### config.mk
export PLATFORM = sky130hd
export DESIGN_NAME = bspline_to_bezier_convert_core_flat
export DESIGN_NICKNAME = d
export VERILOG_FILES = /design/src/rtl/bbc_pkg.sv /design/src/rtl/bbc_if.sv /design/src/rtl/bspline_to_bezier_convert_core.sv /design/src/rtl/bbc_front.sv /design/src/rtl/bbc_queue.sv /design/src/rtl/bbc_back.sv /design/src/flat_wrapper.sv
export SDC_FILE = /design/constraint.sdc
export NUM_CORES = 2
export LEC_CHECK = 0
export BUFFER_PORTS_ARGS = -buffer_cell sky130_fd_sc_hd__buf_2
export CORE_ASPECT_RATIO = 1.25
export CORE_UTILIZATION = 40
export CTS_BUF_LIST = sky130_fd_sc_hd__clkbuf_8
export DETAILED_ROUTE_END_ITERATION = 6
export HOLD_SLACK_MARGIN = 0.08
export RECOVER_POWER = 50
export SYNTH_ARGS = -nofsm -noshare
export SYNTH_HDL_FRONTEND = slang
export SYNTH_SLANG_ARGS = --single-unit
### constraint.sdc
create_clock -name clk -period 29.8 [get_ports clk]
set_input_delay 5.96 -clock clk [delete_from_list [all_inputs] [get_ports clk]]
set_output_delay 5.96 -clock clk [all_outputs]
set_load 0.005 [all_outputs]
### src/rtl/bbc_pkg.sv
// ============================================================================
// bbc_pkg
// Shared types and constants of the B-spline to Bezier converter: queue
// status, layout of a segment job (four points by three coordinates).
// ============================================================================
`default_nettype none

package bbc_pkg;

  // points per segment and coordinates per point
  localparam int SEG_POINTS = 4;
  localparam int NUM_COORDS = 3;
  localparam int NUM_PTS    = SEG_POINTS * NUM_COORDS;

  // job slot index of a coordinate's oldest point, then +0..+3
  localparam int PT_X = 0;
  localparam int PT_Y = SEG_POINTS;
  localparam int PT_Z = 2 * SEG_POINTS;

  // segment job queue between front and back end
  localparam int QUEUE_DEPTH = 2;

  typedef struct packed {
    logic full;
    logic empty;
  } bbc_q_status_t;

endpackage

`default_nettype wire

### src/rtl/bbc_if.sv
// ============================================================================
// bbc_if
// Valid/ready channels of the converter: de Boor points in, Bezier points
// out.
// ============================================================================
`default_nettype none

interface bbc_in_if #(
  parameter int COORD_WIDTH = 32
);
  logic                          valid;
  logic                          ready;
  logic                          curve_start;
  logic signed [COORD_WIDTH-1:0] point_x;
  logic signed [COORD_WIDTH-1:0] point_y;
  logic signed [COORD_WIDTH-1:0] point_z;

  modport source (output valid, curve_start, point_x, point_y, point_z, input ready);
  modport sink   (input valid, curve_start, point_x, point_y, point_z, output ready);
endinterface

interface bbc_out_if #(
  parameter int COORD_WIDTH = 32
);
  logic                          valid;
  logic                          ready;
  logic signed [COORD_WIDTH-1:0] bezier_x;
  logic signed [COORD_WIDTH-1:0] bezier_y;
  logic signed [COORD_WIDTH-1:0] bezier_z;
  logic                          last_of_run;

  modport source (output valid, bezier_x, bezier_y, bezier_z, last_of_run, input ready);
  modport sink   (input valid, bezier_x, bezier_y, bezier_z, last_of_run, output ready);
endinterface

`default_nettype wire

### src/rtl/bspline_to_bezier_convert_core.sv
// ============================================================================
// bspline_to_bezier_convert_core
// Uniform cubic B-spline to Bezier converter, top level.
// ============================================================================
// Takes 3-D de Boor points in signed fixed point (Q16.16 at a COORD_WIDTH of
// 32) and emits the Bezier points of each cubic segment: b0..b3 for the first
// segment of a curve, b1..b3 for later ones, each the floor of its weighted
// sum over six; last_of_run marks the final point of a segment. A curve of
// fewer than four points emits nothing, and the first point after reset
// opens a curve. The back end produces one Bezier point per cycle while the
// output is not stalled by a low ready. A two-entry segment queue lets
// input be taken while results wait on the output. With an idle output a
// first result passes from the queue through the stage-1 and stage-2
// registers into the output register.
// ============================================================================
`default_nettype none

module bspline_to_bezier_convert_core
  import bbc_pkg::*;
#(
  parameter int COORD_WIDTH = 32
) (
  input  logic      clk,
  input  logic      rst_n,
  bbc_in_if.sink    in_ch,
  bbc_out_if.source out_ch
);

  localparam int JOB_WIDTH = 1 + NUM_PTS * COORD_WIDTH;

  bbc_q_status_t                       q_status;
  logic                                job_push;
  logic                                job_first;
  logic [NUM_PTS-1:0][COORD_WIDTH-1:0] job_pts;
  logic                                job_pop;
  logic [JOB_WIDTH-1:0]                head_data;
  logic                                head_first;
  logic [NUM_PTS-1:0][COORD_WIDTH-1:0] head_pts;

  // point intake and window
  bbc_front #(
    .COORD_WIDTH (COORD_WIDTH)
  ) u_front (
    .clk       (clk),
    .rst_n     (rst_n),
    .in_ch     (in_ch),
    .q_status  (q_status),
    .job_push  (job_push),
    .job_first (job_first),
    .job_pts   (job_pts)
  );

  // segment job queue
  bbc_queue #(
    .DATA_WIDTH (JOB_WIDTH),
    .DEPTH      (QUEUE_DEPTH)
  ) u_queue (
    .clk       (clk),
    .rst_n     (rst_n),
    .push      (job_push),
    .push_data ({job_first, job_pts}),
    .pop       (job_pop),
    .head_data (head_data),
    .status    (q_status)
  );

  assign head_first = head_data[JOB_WIDTH-1];
  assign head_pts   = head_data[JOB_WIDTH-2:0];

  // row blending and output register
  bbc_back #(
    .COORD_WIDTH (COORD_WIDTH)
  ) u_back (
    .clk        (clk),
    .rst_n      (rst_n),
    .q_status   (q_status),
    .head_first (head_first),
    .head_pts   (head_pts),
    .pop        (job_pop),
    .out_ch     (out_ch)
  );

endmodule

`default_nettype wire

### src/rtl/bbc_front.sv
// ============================================================================
// bbc_front
// Accepts de Boor points, keeps the three-point window and point count of
// the current curve, and pushes one segment job per point from the fourth.
// ============================================================================
`default_nettype none

module bbc_front
  import bbc_pkg::*;
#(
  parameter int COORD_WIDTH = 32
) (
  input  logic                                  clk,
  input  logic                                  rst_n,
  bbc_in_if.sink                                in_ch,
  input  bbc_q_status_t                         q_status,
  output logic                                  job_push,
  output logic                                  job_first,
  output logic [NUM_PTS-1:0][COORD_WIDTH-1:0]   job_pts
);

  typedef logic [2:0] seen_t;

  localparam seen_t SEEN_FIRST_SEG = 3'd3;
  localparam seen_t SEEN_FULL      = 3'd4;

  logic [2:0][COORD_WIDTH-1:0] win_x_r;
  logic [2:0][COORD_WIDTH-1:0] win_y_r;
  logic [2:0][COORD_WIDTH-1:0] win_z_r;
  seen_t                       seen_r;
  seen_t                       seen_nxt;
  seen_t                       seen_eff;
  logic                        accept;

  // take an item whenever the job queue has room
  assign in_ch.ready = !q_status.full;
  assign accept      = in_ch.valid && in_ch.ready;

  // a start mark restarts the count; stale window entries are never read
  assign seen_eff  = in_ch.curve_start ? '0 : seen_r;
  assign seen_nxt  = (seen_eff < SEEN_FULL) ? seen_eff + 3'd1 : seen_eff;
  assign job_push  = accept && (seen_eff >= SEEN_FIRST_SEG);
  assign job_first = (seen_eff == SEEN_FIRST_SEG);

  // segment job: window oldest first, then the new point
  always_comb begin
    for (int k = 0; k < 3; k++) begin
      job_pts[PT_X + k] = win_x_r[k];
      job_pts[PT_Y + k] = win_y_r[k];
      job_pts[PT_Z + k] = win_z_r[k];
    end
    job_pts[PT_X + 3] = in_ch.point_x;
    job_pts[PT_Y + 3] = in_ch.point_y;
    job_pts[PT_Z + 3] = in_ch.point_z;
  end

  // point count of the current curve
  always_ff @(posedge clk) begin
    if (!rst_n) begin
      seen_r <= '0;
    end else if (accept) begin
      seen_r <= seen_nxt;
    end
  end

  // window shift
  always_ff @(posedge clk) begin
    if (accept) begin
      win_x_r <= {in_ch.point_x, win_x_r[2:1]};
      win_y_r <= {in_ch.point_y, win_y_r[2:1]};
      win_z_r <= {in_ch.point_z, win_z_r[2:1]};
    end
  end

endmodule

`default_nettype wire

### src/rtl/bbc_queue.sv
// ============================================================================
// bbc_queue
// Small register FIFO of segment jobs between the front and back end.
// ============================================================================
`default_nettype none

module bbc_queue
  import bbc_pkg::*;
#(
  parameter int DATA_WIDTH = 8,
  parameter int DEPTH      = 2
) (
  input  logic                  clk,
  input  logic                  rst_n,
  input  logic                  push,
  input  logic [DATA_WIDTH-1:0] push_data,
  input  logic                  pop,
  output logic [DATA_WIDTH-1:0] head_data,
  output bbc_q_status_t         status
);

  localparam int PW = (DEPTH > 1) ? $clog2(DEPTH) : 1;
  localparam int CW = $clog2(DEPTH + 1);

  logic [DATA_WIDTH-1:0] slot_r [DEPTH];
  logic [PW-1:0]         wr_ptr_r;
  logic [PW-1:0]         rd_ptr_r;
  logic [CW-1:0]         count_r;
  logic [CW-1:0]         count_nxt;

  assign status.full  = (count_r == CW'(DEPTH));
  assign status.empty = (count_r == '0);
  assign head_data    = slot_r[rd_ptr_r];

  // occupancy
  always_comb begin
    case ({push, pop})
      2'b10:   count_nxt = count_r + CW'(1);
      2'b01:   count_nxt = count_r - CW'(1);
      default: count_nxt = count_r;
    endcase
  end

  // pointers and count
  always_ff @(posedge clk) begin
    if (!rst_n) begin
      wr_ptr_r <= '0;
      rd_ptr_r <= '0;
      count_r  <= '0;
    end else begin
      count_r <= count_nxt;
      if (push) begin
        wr_ptr_r <= (wr_ptr_r == PW'(DEPTH - 1)) ? '0 : wr_ptr_r + PW'(1);
      end
      if (pop) begin
        rd_ptr_r <= (rd_ptr_r == PW'(DEPTH - 1)) ? '0 : rd_ptr_r + PW'(1);
      end
    end
  end

  // job storage
  always_ff @(posedge clk) begin
    if (push) begin
      slot_r[wr_ptr_r] <= push_data;
    end
  end

`ifndef ASSERT_OFF
  a_no_overflow: assert property (@(posedge clk) disable iff (!rst_n)
    push |-> !status.full)
    else $error("job pushed into full queue");

  a_no_underflow: assert property (@(posedge clk) disable iff (!rst_n)
    pop |-> !status.empty)
    else $error("job popped from empty queue");

  a_count_step: assert property (@(posedge clk) disable iff (!rst_n)
    (push && !pop) |=> (count_r == $past(count_r) + CW'(1)))
    else $error("queue count lost a push");
`endif

endmodule

`default_nettype wire

### src/rtl/bbc_back.sv
// ============================================================================
// bbc_back
// Runs the Bezier rows of the head segment job, one row per cycle while
// the output is not stalled, through a blend sum stage, a divide-by-three
// multiply stage and a combine stage into the output register.
// ============================================================================
`default_nettype none

module bbc_back
  import bbc_pkg::*;
#(
  parameter int COORD_WIDTH = 32
) (
  input  logic                                clk,
  input  logic                                rst_n,
  input  bbc_q_status_t                       q_status,
  input  logic                                head_first,
  input  logic [NUM_PTS-1:0][COORD_WIDTH-1:0] head_pts,
  output logic                                pop,
  bbc_out_if.source                           out_ch
);

  typedef enum logic [1:0] {ROW_B0, ROW_B1, ROW_B2, ROW_B3} row_t;

  localparam int W  = COORD_WIDTH;
  // blend sum, sum/2 shifted positive, and its low (even) and high split
  localparam int SW = W + 4;
  localparam int UW = W + 2;
  localparam int LW = 2 * ((UW + 2) / 4);
  localparam int HW = UW - LW;

  // x / 3 == (x * ceil(2^(n+1)/3)) >> (n+1) for any n-bit x
  localparam logic [HW+1:0] MH_WIDE = ({1'b1, {(HW + 1){1'b0}}} + (HW + 2)'(2))
                                      / (HW + 2)'(3);
  localparam logic [LW+1:0] ML_WIDE = ({1'b1, {(LW + 1){1'b0}}} + (LW + 2)'(2))
                                      / (LW + 2)'(3);
  localparam logic [HW-1:0] MH = MH_WIDE[HW-1:0];
  localparam logic [LW-1:0] ML = ML_WIDE[LW-1:0];
  // (2^LW - 1) / 3, exact since LW is even
  localparam logic [LW:0]   C_WIDE = ({1'b1, {LW{1'b0}}} - (LW + 1)'(1)) / (LW + 1)'(3);
  localparam logic [LW-1:0] C3 = C_WIDE[LW-1:0];
  // shifts floor(s/2) into the non-negative range
  localparam logic [UW-1:0] OFFSET = UW'(3) << (W - 1);

  logic adv;
  logic issue;
  row_t row_r;
  row_t row_nxt;
  row_t cur_row;

  logic [2:0][SW-1:0] sum_nxt;
  logic [2:0][SW-1:0] s1_sum_r;
  logic               s1_valid_r;
  logic               s1_last_r;

  logic [2:0][UW-1:0]     u_c;
  logic [2:0][2*HW-1:0]   ph_c;
  logic [2:0][2*LW-1:0]   pl_c;
  logic [2:0][HW-1:0]     s2_h_r;
  logic [2:0][LW-1:0]     s2_l_r;
  logic [2:0][HW-2:0]     s2_qh_r;
  logic [2:0][LW-2:0]     s2_ql_r;
  logic                   s2_valid_r;
  logic                   s2_last_r;

  logic [2:0][HW-1:0] rh_full;
  logic [2:0][LW-1:0] rl_full;
  logic [2:0][1:0]    rh_c;
  logic [2:0][1:0]    rl_c;
  logic [2:0][LW:0]   rc_c;
  logic [2:0]         wrap_c;
  logic [2:0][UW-1:0] q_c;
  logic [2:0][W-1:0]  res_c;

  logic               out_valid_r;
  logic               out_last_r;
  logic [2:0][W-1:0]  out_pt_r;

  // the whole pipeline moves when the output register can take a point
  assign adv   = !out_valid_r || out_ch.ready;
  assign issue = adv && !q_status.empty;

  // a later segment skips b0, which equals the previous b3
  assign cur_row = (row_r == ROW_B0 && !head_first) ? ROW_B1 : row_r;
  assign row_nxt = (cur_row == ROW_B3) ? ROW_B0 : row_t'(cur_row + 2'd1);
  assign pop     = issue && (cur_row == ROW_B3);

  // stage 1: blend sum of the current row, exact
  always_comb begin
    logic [SW-1:0] f0, f1, f2, f3;
    for (int c = 0; c < 3; c++) begin
      f0 = {{4{head_pts[c*SEG_POINTS][W-1]}},     head_pts[c*SEG_POINTS]};
      f1 = {{4{head_pts[c*SEG_POINTS + 1][W-1]}}, head_pts[c*SEG_POINTS + 1]};
      f2 = {{4{head_pts[c*SEG_POINTS + 2][W-1]}}, head_pts[c*SEG_POINTS + 2]};
      f3 = {{4{head_pts[c*SEG_POINTS + 3][W-1]}}, head_pts[c*SEG_POINTS + 3]};
      case (cur_row)
        ROW_B0:  sum_nxt[c] = f0 + {f1[SW-3:0], 2'b00} + f2;
        ROW_B1:  sum_nxt[c] = {f1[SW-3:0], 2'b00} + {f2[SW-2:0], 1'b0};
        ROW_B2:  sum_nxt[c] = {f1[SW-2:0], 1'b0} + {f2[SW-3:0], 2'b00};
        ROW_B3:  sum_nxt[c] = f1 + {f2[SW-3:0], 2'b00} + f3;
        default: sum_nxt[c] = '0;
      endcase
    end
  end

  // stage 2: u = floor(s/2) + offset, split, divide each half by three
  always_comb begin
    for (int c = 0; c < 3; c++) begin
      u_c[c]  = s1_sum_r[c][UW:1] + OFFSET;
      ph_c[c] = {{HW{1'b0}}, u_c[c][UW-1:LW]} * {{HW{1'b0}}, MH};
      pl_c[c] = {{LW{1'b0}}, u_c[c][LW-1:0]} * {{LW{1'b0}}, ML};
    end
  end

  // stage 3: remainders, recombine the halves, undo the offset
  always_comb begin
    for (int c = 0; c < 3; c++) begin
      rh_full[c] = s2_h_r[c] - ({s2_qh_r[c], 1'b0} + {1'b0, s2_qh_r[c]});
      rl_full[c] = s2_l_r[c] - ({s2_ql_r[c], 1'b0} + {1'b0, s2_ql_r[c]});
      rh_c[c]    = rh_full[c][1:0];
      rl_c[c]    = rl_full[c][1:0];
      case (rh_c[c])
        2'd1:    rc_c[c] = {1'b0, C3};
        2'd2:    rc_c[c] = {C3, 1'b0};
        default: rc_c[c] = '0;
      endcase
      wrap_c[c] = ({1'b0, rh_c[c]} + {1'b0, rl_c[c]}) >= 3'd3;
      q_c[c]    = {1'b0, s2_qh_r[c], {LW{1'b0}}} + UW'(rc_c[c]) + UW'(s2_ql_r[c])
                  + UW'(wrap_c[c]);
      res_c[c]  = q_c[c][W-1:0] ^ {1'b1, {(W - 1){1'b0}}};
    end
  end

  // pipeline control
  always_ff @(posedge clk) begin
    if (!rst_n) begin
      row_r       <= ROW_B0;
      s1_valid_r  <= 1'b0;
      s2_valid_r  <= 1'b0;
      out_valid_r <= 1'b0;
    end else if (adv) begin
      if (issue) begin
        row_r <= row_nxt;
      end
      s1_valid_r  <= issue;
      s2_valid_r  <= s1_valid_r;
      out_valid_r <= s2_valid_r;
    end
  end

  // pipeline payload
  always_ff @(posedge clk) begin
    if (adv) begin
      s1_sum_r   <= sum_nxt;
      s1_last_r  <= (cur_row == ROW_B3);
      s2_last_r  <= s1_last_r;
      out_last_r <= s2_last_r;
      out_pt_r   <= res_c;
      for (int c = 0; c < 3; c++) begin
        s2_h_r[c]  <= u_c[c][UW-1:LW];
        s2_l_r[c]  <= u_c[c][LW-1:0];
        s2_qh_r[c] <= ph_c[c][2*HW-1:HW+1];
        s2_ql_r[c] <= pl_c[c][2*LW-1:LW+1];
      end
    end
  end

  assign out_ch.valid       = out_valid_r;
  assign out_ch.bezier_x    = out_pt_r[0];
  assign out_ch.bezier_y    = out_pt_r[1];
  assign out_ch.bezier_z    = out_pt_r[2];
  assign out_ch.last_of_run = out_last_r;

`ifndef ASSERT_OFF
  a_row_restart: assert property (@(posedge clk) disable iff (!rst_n)
    pop |=> (row_r == ROW_B0))
    else $error("row counter did not restart after the last row");

  a_pop_last: assert property (@(posedge clk) disable iff (!rst_n)
    pop |=> (s1_valid_r && s1_last_r))
    else $error("job retired without its last row in flight");

  a_stall_hold: assert property (@(posedge clk) disable iff (!rst_n)
    !adv |=> ($stable(row_r) && $stable(s1_valid_r) && $stable(s2_valid_r)))
    else $error("pipeline moved while output stalled");
`endif

endmodule

`default_nettype wire

### src/flat_wrapper.sv
// flat-port wrapper written by rule: the top's interface ports become plain ports
module bspline_to_bezier_convert_core_flat import bbc_pkg::*;
#(
  parameter int COORD_WIDTH = 32
)
  (clk, rst_n, in_ch_valid, in_ch_curve_start, in_ch_point_x, in_ch_point_y, in_ch_point_z, in_ch_ready, out_ch_valid, out_ch_bezier_x, out_ch_bezier_y, out_ch_bezier_z, out_ch_last_of_run, out_ch_ready);
  bbc_in_if #(.COORD_WIDTH(COORD_WIDTH)) in_ch_i ();
  bbc_out_if #(.COORD_WIDTH(COORD_WIDTH)) out_ch_i ();
  input  logic clk;
  input  logic rst_n;
  input wire logic [$bits(in_ch_i.valid)-1:0] in_ch_valid;
  input wire logic [$bits(in_ch_i.curve_start)-1:0] in_ch_curve_start;
  input wire logic [$bits(in_ch_i.point_x)-1:0] in_ch_point_x;
  input wire logic [$bits(in_ch_i.point_y)-1:0] in_ch_point_y;
  input wire logic [$bits(in_ch_i.point_z)-1:0] in_ch_point_z;
  output wire logic [$bits(in_ch_i.ready)-1:0] in_ch_ready;
  output wire logic [$bits(out_ch_i.valid)-1:0] out_ch_valid;
  output wire logic [$bits(out_ch_i.bezier_x)-1:0] out_ch_bezier_x;
  output wire logic [$bits(out_ch_i.bezier_y)-1:0] out_ch_bezier_y;
  output wire logic [$bits(out_ch_i.bezier_z)-1:0] out_ch_bezier_z;
  output wire logic [$bits(out_ch_i.last_of_run)-1:0] out_ch_last_of_run;
  input wire logic [$bits(out_ch_i.ready)-1:0] out_ch_ready;
  assign in_ch_i.valid = in_ch_valid;
  assign in_ch_i.curve_start = in_ch_curve_start;
  assign in_ch_i.point_x = in_ch_point_x;
  assign in_ch_i.point_y = in_ch_point_y;
  assign in_ch_i.point_z = in_ch_point_z;
  assign in_ch_ready = in_ch_i.ready;
  assign out_ch_valid = out_ch_i.valid;
  assign out_ch_bezier_x = out_ch_i.bezier_x;
  assign out_ch_bezier_y = out_ch_i.bezier_y;
  assign out_ch_bezier_z = out_ch_i.bezier_z;
  assign out_ch_last_of_run = out_ch_i.last_of_run;
  assign out_ch_i.ready = out_ch_ready;
  bspline_to_bezier_convert_core #(.COORD_WIDTH(COORD_WIDTH)) u_core (.clk(clk), .rst_n(rst_n), .in_ch(in_ch_i), .out_ch(out_ch_i));
endmodule
# ---- Word-level counts from Yosys, hierarchy flattened
# Memories as Yosys holds them, arrays and structs flattened. A register that Yosys moved wholly into a read port is not among the register bits.
# Index checks and enable logic that the tools add are counted.
dict set report word_totals {
  register_bits 609
  ram_bits 770
  word_cells 149
  mem_count 1
}
# name depth word_bits rd rd_ports_with_merged_regs wr line_no
set mem_list {}
lappend mem_list {u_core.u_queue.slot_r 2 385 1 1 1 bbc_queue.sv:25} ;# logic [DATA_WIDTH-1:0] slot_r [DEPTH];
dict set report classes {
  add_sub_neg 51
  n_mul 6
  n_lt_le_gt_ge 5
  n_eq_ne 13
  mux 17
  bitwise 3
  n_reduce_logical 15
}
# operator n
set ops {}
lappend ops {{35-bit case mux with 4 select lines} 3}
lappend ops {{32-bit by 34-bit adder with 35-bit output} 6}
lappend ops {{35-bit by 32-bit adder with 35-bit output} 6}
lappend ops {{18-bit by 18-bit multiplier with 36-bit output, second input constant} 3}
lappend ops {{18-bit case mux with 2 select lines} 3}
lappend ops {{33-bit by 34-bit adder with 35-bit output} 3}
lappend ops {{34-bit by 33-bit adder with 35-bit output} 3}
lappend ops {{34-bit by 33-bit adder with 34-bit output, second input constant} 3}
lappend ops {{32-bit by 1-bit adder with 32-bit output} 3}
lappend ops {{32-bit by 17-bit adder with 32-bit output} 3}
lappend ops {{32-bit by 18-bit adder with 32-bit output} 3}
lappend ops {{16-bit by 16-bit multiplier with 31-bit output, second input constant} 3}
lappend ops {{2-bit equality test, second input constant} 7}
lappend ops {{2-bit adder} 6}
lappend ops {{3-bit by 2-bit >= comparator with 1-bit output, second input constant} 4}
lappend ops {{2-bit subtractor} 6}
lappend ops {{2-bit by 1-bit equality test with 1-bit output, second input constant} 5}
lappend ops {{2-bit by 2-bit adder with 3-bit output} 3}
lappend ops {{2-bit zero test} 3}
lappend ops {{1-bit 2-to-1 mux} 6}
lappend ops {{3-bit 2-to-1 mux} 2}
lappend ops {{1-bit logical AND} 5}
lappend ops {{2-bit by 1-bit adder with 2-bit output, second input constant} 2}
lappend ops {{1-bit zero test} 4}
lappend ops {{other kinds (11)} 15}

# ---- Depth between registers and ports, before layout
dict set report logic_depth {
  word_depth 8
  ltp_mapped 24
  mapped_depth_nobuf 24
}

# ---- Modules after synthesis
# A second synthesis with hierarchy kept.
dict set report hier_totals {
  cells_unflattened 8822
  area_unflattened_um2 106040.5
}
# module instances cells_per_inst area_per_inst_um2 seq_area_each_um2
set modules_own_cells {}
lappend modules_own_cells {bbc_back 1 7194 68220.4 9288.9}
lappend modules_own_cells {bbc_queue 1 1220 28249.6 23222.3}
lappend modules_own_cells {bbc_front 1 408 9570.4 8708.4}

# ---- Worst setup path after synthesis
# Ideal clock, no wire load.
dict set report synth_timing {
  path_kind {input-to-reg}
  startpoint {input port in_ch_valid}
  endpoint {register u_core.u_queue.wr_ptr_r}
  setup_ns 0.133
  t_arrival_ns 30.639
  required_ns 29.667
  slack_ns -0.972
  path_stages 5
  n_path_buf 0
  cell_sequence {nand2_1 -> inv_1 -> o21ai_0 -> nor2_1 -> o21a_1}
}
dict set report synth_via {
  elab_chain_len 2
}
# item line_no
set synth_lines {}
lappend synth_lines {{start, declared} flat_wrapper.sv:11} ;# input wire logic [$bits(in_ch_i.valid)-1:0] in_ch_valid;
lappend synth_lines {{1-bit logical AND} bbc_front.sv:37} ;# assign accept = in_ch.valid && in_ch.ready;
lappend synth_lines {{net u_core.u_front.accept} bbc_front.sv:33} ;# logic accept;
lappend synth_lines {{1-bit logical AND} bbc_front.sv:42} ;# assign job_push = accept && (seen_eff >= SEEN_FIRST_SEG);
lappend synth_lines {{end signal, assigned} bbc_queue.sv:53} ;# wr_ptr_r <= (wr_ptr_r == PW'(DEPTH - 1)) ? '0 : wr_ptr_r + PW'(1);
lappend synth_lines {{end, declared} bbc_queue.sv:26} ;# logic [PW-1:0] wr_ptr_r;
# The timed path passes the listed nets, and every way through them passes these cells.
# A chain may end at the register's enable or synchronous reset.

# ---- Worst setup path after layout
dict set report layout_timing {
  startpoint {input port in_ch_valid}
  endpoint {memory u_core.u_queue.slot_r[0][106] (netlist name) (enable)}
}
dict set report layout_via {
  elab_chain_len 4
}
# item line_no
set layout_lines {}
lappend layout_lines {{1-bit logical AND} bbc_front.sv:37}
lappend layout_lines {{net u_core.u_front.accept} bbc_front.sv:33}
lappend layout_lines {{1-bit logical AND} bbc_front.sv:42}
lappend layout_lines {{1-bit 2-to-1 mux} bbc_queue.sv:63} ;# if (push) begin
lappend layout_lines {{1-bit 2-to-1 mux (implied by the code)} bbc_queue.sv:64} ;# slot_r[wr_ptr_r] <= push_data;
lappend layout_lines {{end, declared} bbc_queue.sv:25}
# The timed path passes the listed nets, and every way through them passes these cells.

==> parameters.txt <==
Parameter                              Value

Die
  Effective utilization at floorplan ... 40.18%
  Die Wd ... 458.3 um
  I/O pin count ... 200
  Floorplan die area ... 262300 um^2
  Die Y ... 572.4 um
  Site row count ... 209
  Core footprint ... 259100 um^2

Yosys
  Fraction of synthesized cell area taken by the top area cell type ... 39.34%
  Mean post-synth cell area ... 12.07 um^2
  Synthesized instance count ... 8627
  Sequential-to-total area share from yosys stat ... 39.59%
  Most frequently used flop master after synthesis ... sky130_fd_sc_hd__edfxtp_1
  List of most frequent post-synthesis cells ... 1364 x sky130_fd_sc_hd__edfxtp_1, 1309 x sky130_fd_sc_hd__ha_1, 1285 x sky130_fd_sc_hd__inv_1, 780 x sky130_fd_sc_hd__fa_1, 500 x sky130_fd_sc_hd__a21oi_1
  Seq cells post-synth ... 1377
  Number of synthesized flops with an enable pin ... 1364
  Netlist area before placement ... 104100 um^2
  Area leader, netlist ... sky130_fd_sc_hd__edfxtp_1
  Number of nets produced by synthesis ... 10.82k
  Share of synthesized flip-flops with an asynchronous set or reset ... 0%
  Yosys synthesis warning count ... 0
  Count of different cell masters after synthesis ... 91
  Cell types with the largest area share after synthesis ... sky130_fd_sc_hd__edfxtp_1 39%, sky130_fd_sc_hd__ha_1 16%, sky130_fd_sc_hd__fa_1 15%
  Dominant cell by count in the synthesized netlist ... sky130_fd_sc_hd__edfxtp_1

Timing
  Setup repair after global routing missed its margin ... false
  Final Cycle Share ... 51.05%
  Worst-margin pin slew ... 6.070 ns
  Number of max-slew violations in the final report ... 584
  Final count of hold timing violations ... 0
  Worst path setup slack after routing ... 14.59 ns
  Clock Skews ... 0.1133 ns
  Rel. slew slack ... -304.7%
  Maximum frequency from static timing analysis ... 0.06573 GHz
  Number of failing setup endpoints in the final timing report ... 0
  Final period demand of the worst path ... 15.21 ns

Clock network
  Post-CTS Setup Bufs ... 0
  Clock buffer count from CTS ... 225
  Clock tree from TritonCTS ... done
  Worst-skew pair later-pin latency ... 1.03 ns
  # clock sinks ... 1377
  CTS root buf ... sky130_fd_sc_hd__clkbuf_8
  Number of hold-repair buffers added at the cts stage ... 0
  Number of buffers on the longest clock path ... 4
  Clock-pin slew reported for the worst setup and hold paths after clock tree synthesis ... 0.06 ns
  Deepest level of the CTS H-tree ... 4
  Resize count post-CTS ... 0

Drt
  Total vias in the final route ... 65.91k
  Antenna violation net count after detailed routing ... 0
  DRC viols ... 0
  Router iterations before antenna repair ... 6
  Average wire per cell in the routed design ... 19.91 um
  Aggregate routed wire length ... 251300 um
  Vias per cell ... 5.222
  Iteration-0 DRC count of the detailed router ... 3566

Layout
  Fraction of final layout cells with drive strength greater than 1 ... 9.366%
  NumNets Final ... 11.14k
  Final-layout fill cell count ... 24.10k
  Final Non-Filler Cells ... 12.62k
  Growth of design area from synthesis to finish ... 8.985%

Run status
  Outcome ... finished, violations left
  Failing checks ... max-capacitance violations, max-slew violations

Global routing
  Vias in the first global route ... 69.60k
  First-pass GRT wire length ... 390100 um
  Antenna violations before repair ... 46
  Pin count of the biggest net entering global routing ... 138
  GRT Util Overall ... 19.00%
  Total overflow reported by the global router ... 0

Power and ir drop
  Sequential share of power ... 39.1%
  Static leakage power ... 0.04869 uW
  Internal ... 4303 uW
  Maximum VDD drop ... 0.00005537 V
  Share of power burned in combinational logic ... 36.4%
  Switching power of the nets ... 2168 uW
  Total power per unit cell area ... 57.03 nW/um^2
  Clock network fraction of total power ... 24.5%
  Switching Share ... 33.50%

Flow run
  Max_cap viols ... 11

Worst hold path
  Kind of path behind the tightest hold check ... register to register

Critical path
  CP Launch Type ... primary input
  Crit path required time ... 30.47 ns
  Critical Path Sink Type ... register
  Cell repeated most along the worst path ... sky130_fd_sc_hd__buf_4
  Data arrival time at the worst-slack endpoint ... 15.89 ns
  Max stage delay on crit path ... 4.41 ns
  Crit path max fanout ... 114
  Critical path cell sequence ... clkbuf_1 > nand2_1 > clkinvlp_2 > o21ai_0 > nor2_4 > buf_4 > buf_4 > buf_4 > buf_4 > buf_4
  Worst Setup Path Type ... primary input to register
  Worst-path cell with the longest stage delay ... sky130_fd_sc_hd__clkinvlp_2

Placed design
  IO buf count ... 199
  DPL Wire Length ... 195000 um
  Placed cell count ... 12.21k
  Final GP Congestion ... 0.9265
  Minimum setup slack after placement ... 17.71 ns
## cells by family after synthesis
logic type,synth area share (%)
DFF,39.59
muxes,4.347
and+or+nand+nor,5.216
adders and majority gates,30.73
buffers and inverters,5.145
AOI/OAI and AO/OA,10.46
xor gates and xnor gates,4.509
## power by group through the flow
stage                     registers [uW]  logic (uW)  clock network (uW)
final                               2530        2350                1580
after global routing                2550        2700                1720
after CTS                           2530        2400                1640
after detailed placement            2570        2370                   0
after global placement              2570        2310                   0
after floorplan                     2550        1750                   0
## through the flow
stage / hold slack (ns) / instance area [um^2] / TNS [ns] / util (%) / total power [uW]
2_1_floorplan: 0.4003 / 104100 / -644.43 / - / 4307
3_3_place_gp: 0.4028 / 109400 / 0 / 42.20 / 4877
3_5_place_dp: 0.4045 / 109400 / 0 / 42.20 / 4946
4_1_cts: 0.4061 / 113600 / 0 / 43.84 / 6573
5_1_grt: 0.4249 / 113500 / 0 / 43.78 / 6964
6_report: 0.3896 / 113500 / 0 / 43.79 / 6471
## layout make-up
type	count	area (um^2)	share of cell area, %
repair buffers	238	1206	1.063
well taps	3481	4355	3.838
clock inverters	166	1112	0.9803
multi-input cells	5824	57560	50.73
flip-flops and latches	1377	41220	36.33
clock buffers	227	3124	2.753
inverters	1286	4830	4.256
diodes	23	57.56	0.05072
## state kept, by name, summed over array words and instances, names as in the netlist, named ones only
| signal | flops |
|---|---|
| u_core.u_queue.slot_r | 770 |
| u_core.u_front.job_pts | 288 |
| u_core.u_back.s1_sum_r | 102 |
| u_core.u_back.s2_ql_r | 51 |
| u_core.u_back.s2_qh_r | 42 |
| u_core.u_back.out_ch.bezier_x | 32 |
| u_core.u_back.out_ch.bezier_y | 32 |
| u_core.u_back.out_ch.bezier_z | 32 |
| u_core.u_back.s2_h_r | 6 |
| u_core.u_back.s2_l_r | 6 |
| u_core.u_front.seen_r | 3 |
| u_core.u_back.row_r | 2 |
| u_core.u_queue.count_r | 2 |
| u_core.u_back.out_ch.last_of_run | 1 |
| u_core.u_back.out_ch.valid | 1 |
| u_core.u_back.s1_last_r | 1 |
| u_core.u_back.s1_valid_r | 1 |
| u_core.u_back.s2_last_r | 1 |
| u_core.u_back.s2_valid_r | 1 |
| u_core.u_queue.rd_ptr_r | 1 |
| u_core.u_queue.wr_ptr_r | 1 |
## per-layer routing
metal	GRT usage, %	part of all wire, %	vias up
li1	-	-	31360
met1	22.78	41	32632
met2	34.26	51	1404
met3	2.678	4.2	490
met4	7.300	4.0	24
met5	0	0.053	-
## final timing paths
kind                                    to                         from  cells after the start  slack (ns)
max          u_core.u_queue.slot_r[0][106]                  in_ch_valid                     10       14.59
min          u_core.u_queue.slot_r[0][146]  u_core.u_front.job_pts[146]                      0        0.39
max reg2reg     u_core.u_back.s1_sum_r[26]                     register                      8       18.05
min reg2reg  u_core.u_queue.slot_r[0][146]  u_core.u_front.job_pts[146]                      0        0.39
## critical path, delay by kind of cell
family	cells	cell delay [ns]
buf+inv	7	6.78
simple gates	2	0.14
compound gates	1	2.76
## layout by cell type, fill, tap and decap left out, types with 101 or more instances in the layout
| cell type | Yosys | routed |
|---|---|---|
| sky130_fd_sc_hd__o21ai_0 | 233 | 244 |
| sky130_fd_sc_hd__nor2_1 | 304 | 302 |
| sky130_fd_sc_hd__edfxtp_1 | 1364 | 1364 |
| sky130_fd_sc_hd__buf_2 | 0 | 101 |
| sky130_fd_sc_hd__inv_1 | 1285 | 1347 |
| sky130_fd_sc_hd__xnor2_1 | 328 | 328 |
| sky130_fd_sc_hd__a21oi_1 | 500 | 500 |
| sky130_fd_sc_hd__mux2_2 | 383 | 383 |
| sky130_fd_sc_hd__fa_1 | 780 | 780 |
| sky130_fd_sc_hd__a21o_1 | 259 | 259 |
| sky130_fd_sc_hd__clkbuf_1 | 131 | 104 |
| sky130_fd_sc_hd__ha_1 | 1309 | 1308 |
| sky130_fd_sc_hd__clkbuf_8 | 0 | 227 |
| sky130_fd_sc_hd__nand2_1 | 310 | 309 |
| sky130_fd_sc_hd__xor2_1 | 208 | 208 |
Power figures use the tool's default switching activity.
